`src/rtl/rtqu_pkg.sv`:
```
package rtqu_pkg;

    localparam int IDX_W = 6;   // slot index, up to 64 slots
    localparam int CNT_W = 9;   // live and due counts

    localparam logic [1:0] OP_CREATE = 2'd0;
    localparam logic [1:0] OP_DELETE = 2'd1;
    localparam logic [1:0] OP_TICK   = 2'd2;
    localparam logic [1:0] OP_UNUSED = 2'd3;

    localparam logic [2:0] ST_OK        = 3'd0;
    localparam logic [2:0] ST_FULL      = 3'd1;
    localparam logic [2:0] ST_NOT_FOUND = 3'd2;
    localparam logic [2:0] ST_FIRED     = 3'd3;
    localparam logic [2:0] ST_IDLE_TICK = 3'd4;

    localparam logic [31:0] FOREVER = 32'hFFFF_FFFF;
    localparam logic [47:0] TIME_MAX = 48'hFFFF_FFFF_FFFF;

    typedef enum logic [1:0] {
        PR_CREATE = 2'd0,
        PR_DELETE = 2'd1,
        PR_MARK   = 2'd2,
        PR_PICK   = 2'd3
    } probe_kind_t;

    typedef enum logic [1:0] {
        CMD_CREATE = 2'd0,
        CMD_DELETE = 2'd1,
        CMD_FIRE   = 2'd2
    } cmd_kind_t;

    // Search record that walks the row of slots, one slot a cycle.
    typedef struct packed {
        logic              valid;
        probe_kind_t       kind;
        logic              hit;
        logic [IDX_W-1:0]  idx;
        logic [47:0]       deadline;
        logic [31:0]       id;
        logic              freed;
        logic [CNT_W-1:0]  live_cnt;
        logic [CNT_W-1:0]  due_cnt;
    } probe_t;

    // Update sent to every slot; only the addressed one acts.
    typedef struct packed {
        logic              valid;
        cmd_kind_t         kind;
        logic [IDX_W-1:0]  idx;
        logic [31:0]       id;
    } cmd_t;

    function automatic logic [47:0] sat_add48(input logic [47:0] a, input logic [31:0] b);
        logic [48:0] s;
        s = {1'b0, a} + {17'd0, b};
        return s[48] ? TIME_MAX : s[47:0];
    endfunction

endpackage

```
`src/rtl/rtqu_cell.sv`:
```
module rtqu_cell #(
    parameter int IDX = 0
) (
    input  logic                clk,
    input  logic                rst_n,
    input  rtqu_pkg::probe_t    probe_in,
    output rtqu_pkg::probe_t    probe_out,
    input  rtqu_pkg::cmd_t      cmd,
    input  logic [47:0]         now,
    input  logic [31:0]         first_offset,
    input  logic [31:0]         reload_interval,
    input  logic [31:0]         rem_init,
    input  logic [31:0]         target_id
);

    logic              live_reg;
    logic              due_reg;
    logic [31:0]       id_reg;
    logic [47:0]       dl_reg;
    logic [31:0]       ivl_reg;
    logic [31:0]       rem_reg;
    rtqu_pkg::probe_t  probe_reg;
    rtqu_pkg::probe_t  probe_next;
    logic              mine;

    assign mine      = cmd.valid && (cmd.idx == rtqu_pkg::IDX_W'(IDX));
    assign probe_out = probe_reg;

    always_comb
    begin
        probe_next = probe_in;
        probe_next.live_cnt = probe_in.live_cnt + rtqu_pkg::CNT_W'(live_reg);
        unique case (probe_in.kind)
            rtqu_pkg::PR_CREATE:
            begin
                if (!probe_in.hit && !live_reg)
                begin
                    probe_next.hit = 1'b1;
                    probe_next.idx = rtqu_pkg::IDX_W'(IDX);
                end
            end
            rtqu_pkg::PR_DELETE:
            begin
                if (!probe_in.hit && live_reg && id_reg == target_id)
                begin
                    probe_next.hit = 1'b1;
                    probe_next.idx = rtqu_pkg::IDX_W'(IDX);
                end
            end
            rtqu_pkg::PR_MARK:
            begin
                if (live_reg && dl_reg <= now)
                    probe_next.due_cnt = probe_in.due_cnt + 1'b1;
            end
            rtqu_pkg::PR_PICK:
            begin
                // strict less keeps the lower slot on equal deadlines
                if (due_reg && (!probe_in.hit || dl_reg < probe_in.deadline))
                begin
                    probe_next.hit      = 1'b1;
                    probe_next.idx      = rtqu_pkg::IDX_W'(IDX);
                    probe_next.deadline = dl_reg;
                    probe_next.id       = id_reg;
                    probe_next.freed    = (rem_reg == 32'd1);
                end
            end
            default: probe_next = probe_in;
        endcase
    end

    always_ff @(posedge clk or negedge rst_n)
    begin
        if (!rst_n)
        begin
            live_reg  <= 1'b0;
            due_reg   <= 1'b0;
            probe_reg <= '0;
        end
        else
        begin
            probe_reg <= probe_next;
            if (probe_in.valid && probe_in.kind == rtqu_pkg::PR_MARK)
                due_reg <= live_reg && (dl_reg <= now);
            if (mine)
            begin
                unique case (cmd.kind)
                    rtqu_pkg::CMD_CREATE: live_reg <= 1'b1;
                    rtqu_pkg::CMD_DELETE: live_reg <= 1'b0;
                    rtqu_pkg::CMD_FIRE:
                    begin
                        due_reg <= 1'b0;
                        if (rem_reg == 32'd1)
                            live_reg <= 1'b0;
                    end
                    default: live_reg <= live_reg;
                endcase
            end
        end
    end

    always_ff @(posedge clk)
    begin
        if (mine)
        begin
            unique case (cmd.kind)
                rtqu_pkg::CMD_CREATE:
                begin
                    id_reg  <= cmd.id;
                    dl_reg  <= rtqu_pkg::sat_add48(now, first_offset);
                    ivl_reg <= reload_interval;
                    rem_reg <= rem_init;
                end
                rtqu_pkg::CMD_FIRE:
                begin
                    if (rem_reg != rtqu_pkg::FOREVER)
                        rem_reg <= rem_reg - 32'd1;
                    dl_reg <= rtqu_pkg::sat_add48(now, ivl_reg);
                end
                default: dl_reg <= dl_reg;
            endcase
        end
    end

endmodule

```
`config.mk`:
```
export PLATFORM = sky130hd
export DESIGN_NAME = rtqu_cell
export DESIGN_NICKNAME = d
export VERILOG_FILES = /design/src/rtl/rtqu_pkg.sv /design/src/rtl/rtqu_cell.sv
export SDC_FILE = /design/constraint.sdc
export NUM_CORES = 1
export LEC_CHECK = 0
export ABC_CLOCK_PERIOD_IN_PS = 4400
export BUFFER_PORTS_ARGS = -buffer_cell sky130_fd_sc_hd__buf_2
export CAP_MARGIN = 20
export CORE_ASPECT_RATIO = 0.8
export CORE_UTILIZATION = 25
export DETAILED_ROUTE_END_ITERATION = 8
export PLACE_DENSITY = 0.47
export SYNTH_ARGS = -nofsm -noshare
export SYNTH_HDL_FRONTEND = slang
export SYNTH_SLANG_ARGS = --single-unit
```
`constraint.sdc`:
```
create_clock -name clk -period 4.4 [get_ports clk]
set_clock_uncertainty 0.15 [all_clocks]
set_input_delay 0.44 -clock clk [delete_from_list [all_inputs] [get_ports clk]]
set_output_delay 0.44 -clock clk [all_outputs]
set_load 0.02 [all_outputs]
```
==> impl_metrics.env <==
export IMPL_routed_via_density=4.784
export IMPL_gr_total_overflow=0
export IMPL_synth_area_um2=16520
export IMPL_clock_path_buffers=3
export IMPL_cts_tree="done"
export IMPL_synth_cells=1592
export IMPL_rrSetupSlack_ns=0.45
export IMPL_slew_limit_headroom=0.3139
export IMPL_cp_startpoint="ivl_reg[0]"
export IMPL_fmax_mhz=253.3
export IMPL_min_from="probe_in[88]"
export IMPL_async_reset_ff_frac=0.4353
export IMPL_fillers=6608
export IMPL_maxCapViolCount=0
export IMPL_crit_buf_inv=1
export IMPL_synth_distinct_cells=73
export IMPL_clk_pin_slew_ns=0.06
export IMPL_slowest_stage="o21ai_0"
export IMPL_hp_class="in -> reg"
export IMPL_drt_iter0_drc=938
export IMPL_hold_depth=2
export IMPL_r2r_start="ivl_reg[0]"
export IMPL_synth_edf_count=144
export IMPL_reg2regPathDepth=12
export IMPL_crit_type="reg -> reg"
export IMPL_io_pin_count=437
export IMPL_holdPathEnd="probe_out[88]"
export IMPL_ff_latch_area_um2=7102
export IMPL_path_delay_family="compound AO/OA/AOI/OAI gates"
export IMPL_critPathRequiredTime_ns=4.52
export IMPL_final_hold_violation_count=0
export IMPL_synth_flop_cell="edfxtp_1"
export IMPL_grt_max_degree=63
export IMPL_die_area_um2=67130
export IMPL_p_leak_nw=10.09
export IMPL_num_vias=14791
export IMPL_yosysSeqAreaShare=0.4298
export IMPL_synth_nets=2090
export IMPL_drt_pass1_iterations=5
export IMPL_remaining_drc_errors=0
export IMPL_largest_reg_flops=109
export IMPL_synth_yosys_warnings=0
export IMPL_routabilityCongestion=0.9092
export IMPL_cts_setup_buffers=0
export IMPL_cts_buffers=34
export IMPL_status="finished, final reports clean"
export IMPL_antenna_found_initial=9
export IMPL_rows=83
export IMPL_worstPathArrival_ns=4.07
export IMPL_grt_pass1_wl_mm=91.31
export IMPL_grtUsageTotal=0.1807
export IMPL_critPathCaptureType="register"
export IMPL_dieHeight_um=231.9
export IMPL_hpwlAfterDp_mm=49.22
export IMPL_fp_dieW_um=289.4
export IMPL_wl_mm=62.07
export IMPL_r2r_end="dl_reg[35]"
export IMPL_cp_slowest_stage_delay_ns=0.64
export IMPL_worst_slew_pin_slew_ns=1.023
export IMPL_portBuffers=436
export IMPL_fin_hold_ws_ns=0.02981
export IMPL_cts_root_buffer="clkbuf_16"
export IMPL_initial_core_util=0.2550
export IMPL_fin_nets=2711
export IMPL_cp_cell_sequence="ha_1 > inv_1 > fa_1 > nand2b_1 > a21oi_1 > o21ai_0 > a2111oi_0 > nor2_1 > a21o_1 > o21ai_0 > a21oi_1 > o22ai_1"
export IMPL_fin_crit_ns=3.948
export IMPL_drt_antenna_violating_nets=0
export IMPL_cp_max_fo=8
export IMPL_areaGrowthSynthToFinish_pct=36.91
export IMPL_setup_viol=0
export IMPL_clock_sinks=255
export IMPL_drive_gt1_frac=0.2727
export IMPL_worstSetupStartpointType="register"
export IMPL_synth_seq_cells=255
export IMPL_tns_ns=0
export IMPL_htree_levels=2
export IMPL_syn_area_per_cell_um2=10.38
export IMPL_multi_input_comb_area_um2=8818
export IMPL_post_cts_resized=0
export IMPL_core_area_um2=64800
export IMPL_irDropWorstVdd_mv=0.1899
export IMPL_powerDensity_nw_per_um2=299.4
export IMPL_insertion_delay_ns=0.54
export IMPL_hold_buffers=161
export IMPL_wire_per_inst_um=20.07
export IMPL_drv_slew=0
export IMPL_post_route_period_util=0.8973
export IMPL_grt_pass1_vias=15183
export IMPL_rsz0062_at_grt="false"
## Yosys cell counts (3+ instances only)
| master | instances | area, µm² |
|---|---|---|
| o31a_1 | 3 | 26.28 |
| and3_1 | 10 | 62.56 |
| dfrtp_1 | 111 | 2778 |
| ha_1 | 168 | 2102 |
| nand3_1 | 28 | 140.1 |
| and4_1 | 4 | 35.03 |
| xnor2_1 | 81 | 709.4 |
| and2_1 | 11 | 68.82 |
| xor2_1 | 43 | 376.6 |
| a21boi_0 | 6 | 45.04 |
| o21ai_0 | 56 | 280.3 |
| inv_1 | 129 | 484.2 |
| a211oi_1 | 13 | 97.59 |
| a22oi_1 | 22 | 165.2 |
| a21o_1 | 66 | 495.5 |
| a21oi_1 | 145 | 725.7 |
| o41ai_1 | 4 | 35.03 |
| a211o_1 | 7 | 61.31 |
| nand2b_1 | 15 | 93.84 |
| nor3_1 | 20 | 100.1 |
| mux2i_1 | 5 | 50.05 |
| edfxtp_1 | 144 | 4324 |
| nand4_1 | 51 | 319.1 |
| nor2_1 | 110 | 412.9 |
| a31oi_1 | 13 | 81.33 |
| clkbuf_1 | 16 | 60.06 |
| o2bb2ai_1 | 3 | 26.28 |
| mux2_2 | 82 | 923.4 |
| or3_1 | 5 | 31.28 |
| nor2b_1 | 8 | 50.05 |
| o211ai_1 | 8 | 60.06 |
| a41oi_1 | 4 | 35.03 |
| or2_2 | 5 | 31.28 |
| o211a_1 | 3 | 30.03 |
| or4_1 | 3 | 22.52 |
| nand2_1 | 72 | 270.3 |
| o21bai_1 | 9 | 67.56 |
| nor4_1 | 19 | 118.9 |
| o21a_1 | 17 | 127.6 |
| nand3b_1 | 3 | 22.52 |
| buf_2 | 14 | 70.07 |
| o31ai_1 | 12 | 90.09 |
| o22ai_1 | 5 | 31.28 |
## how the worst max path moves through the flow
stage / depth (start not counted) / slack, ns / end
floorplan: 4 / 0.56 / rem_reg[0]
global placement: 13 / 0.28 / dl_reg[35]
detailed placement: 13 / 0.27 / dl_reg[35]
CTS: 12 / 0.46 / dl_reg[35]
global route: 12 / 0.03 / dl_reg[35]
finish: 12 / 0.45 / dl_reg[35]
## stage by stage
step,total power [mW],cell area (µm²),util,std cells,setup slack [ns]
floorplan,3.346,16530,-,1592,0.5611
global placement,3.835,19890,0.3069,2866,0.2808
detailed placement,3.845,19890,0.3069,2866,0.2674
CTS,6.883,22610,0.3489,3087,0.4560
global route,7.093,22610,0.3489,3088,0.03269
finish,6.774,22620,0.3491,3092,0.4518
## cell usage in the layout (no fill, tap or decap), types with 19 or more instances in the layout
cell type / synthesis / routed
buf_2: 14 / 435
xnor2_1: 81 / 81
nand4_1: 51 / 51
inv_1: 129 / 129
nor4_1: 19 / 19
nor2_1: 110 / 110
xor2_1: 43 / 43
a21oi_1: 145 / 145
a22oi_1: 22 / 22
dfrtp_1: 111 / 111
edfxtp_1: 144 / 144
nand2_1: 72 / 71
o21ai_0: 56 / 56
dlygate4sd3_1: 0 / 161
clkbuf_16: 0 / 35
a21o_1: 66 / 66
nand3_1: 28 / 28
nor3_1: 20 / 20
mux2_2: 82 / 82
ha_1: 168 / 167
## routing by layer
metal	wire length, µm	up-vias	global-route usage
li1	-	7126	-
met1	28300	7079	0.2422
met2	28250	506	0.2950
met3	4090	74	0.03379
met4	1392	6	0.04901
met5	33	-	0
## power by group
group          total (mW)  switching (mW)  leakage (nW)  internal, mW
Clock                2.86            1.14         0.537          1.72
Sequential           2.63          0.0230          2.59          2.61
Combinational        1.29           0.709          6.96         0.576
Total                6.77            1.87          10.1          4.90
## layout make-up
type,instances,share of cell area
multi-input cells,1174,0.3898
flip-flops and latches,255,0.3139
repair buffers,618,0.1781
well taps,850,0.04701
clock buffers,46,0.04098
inverters,130,0.02157
clock inverters,14,0.008020
diodes,5,0.0005531
## kinds of logic (layout without fill, tap and decap cells)
| logic type | count (synthesis) | count (layout) | share of synthesized area |
|---|---|---|---|
| AOI/OAI and AO/OA | 421 | 421 | 0.1658 |
| muxes | 87 | 87 | 0.05891 |
| and+or+nand+nor | 372 | 372 | 0.1118 |
| DFF | 255 | 255 | 0.4298 |
| other | 0 | 5 | 0 |
| xor gates and xnor gates | 124 | 124 | 0.06573 |
| buffers and inverters | 163 | 808 | 0.03824 |
| adders and majority gates | 170 | 170 | 0.1296 |
Power figures use the tool's default switching activity.
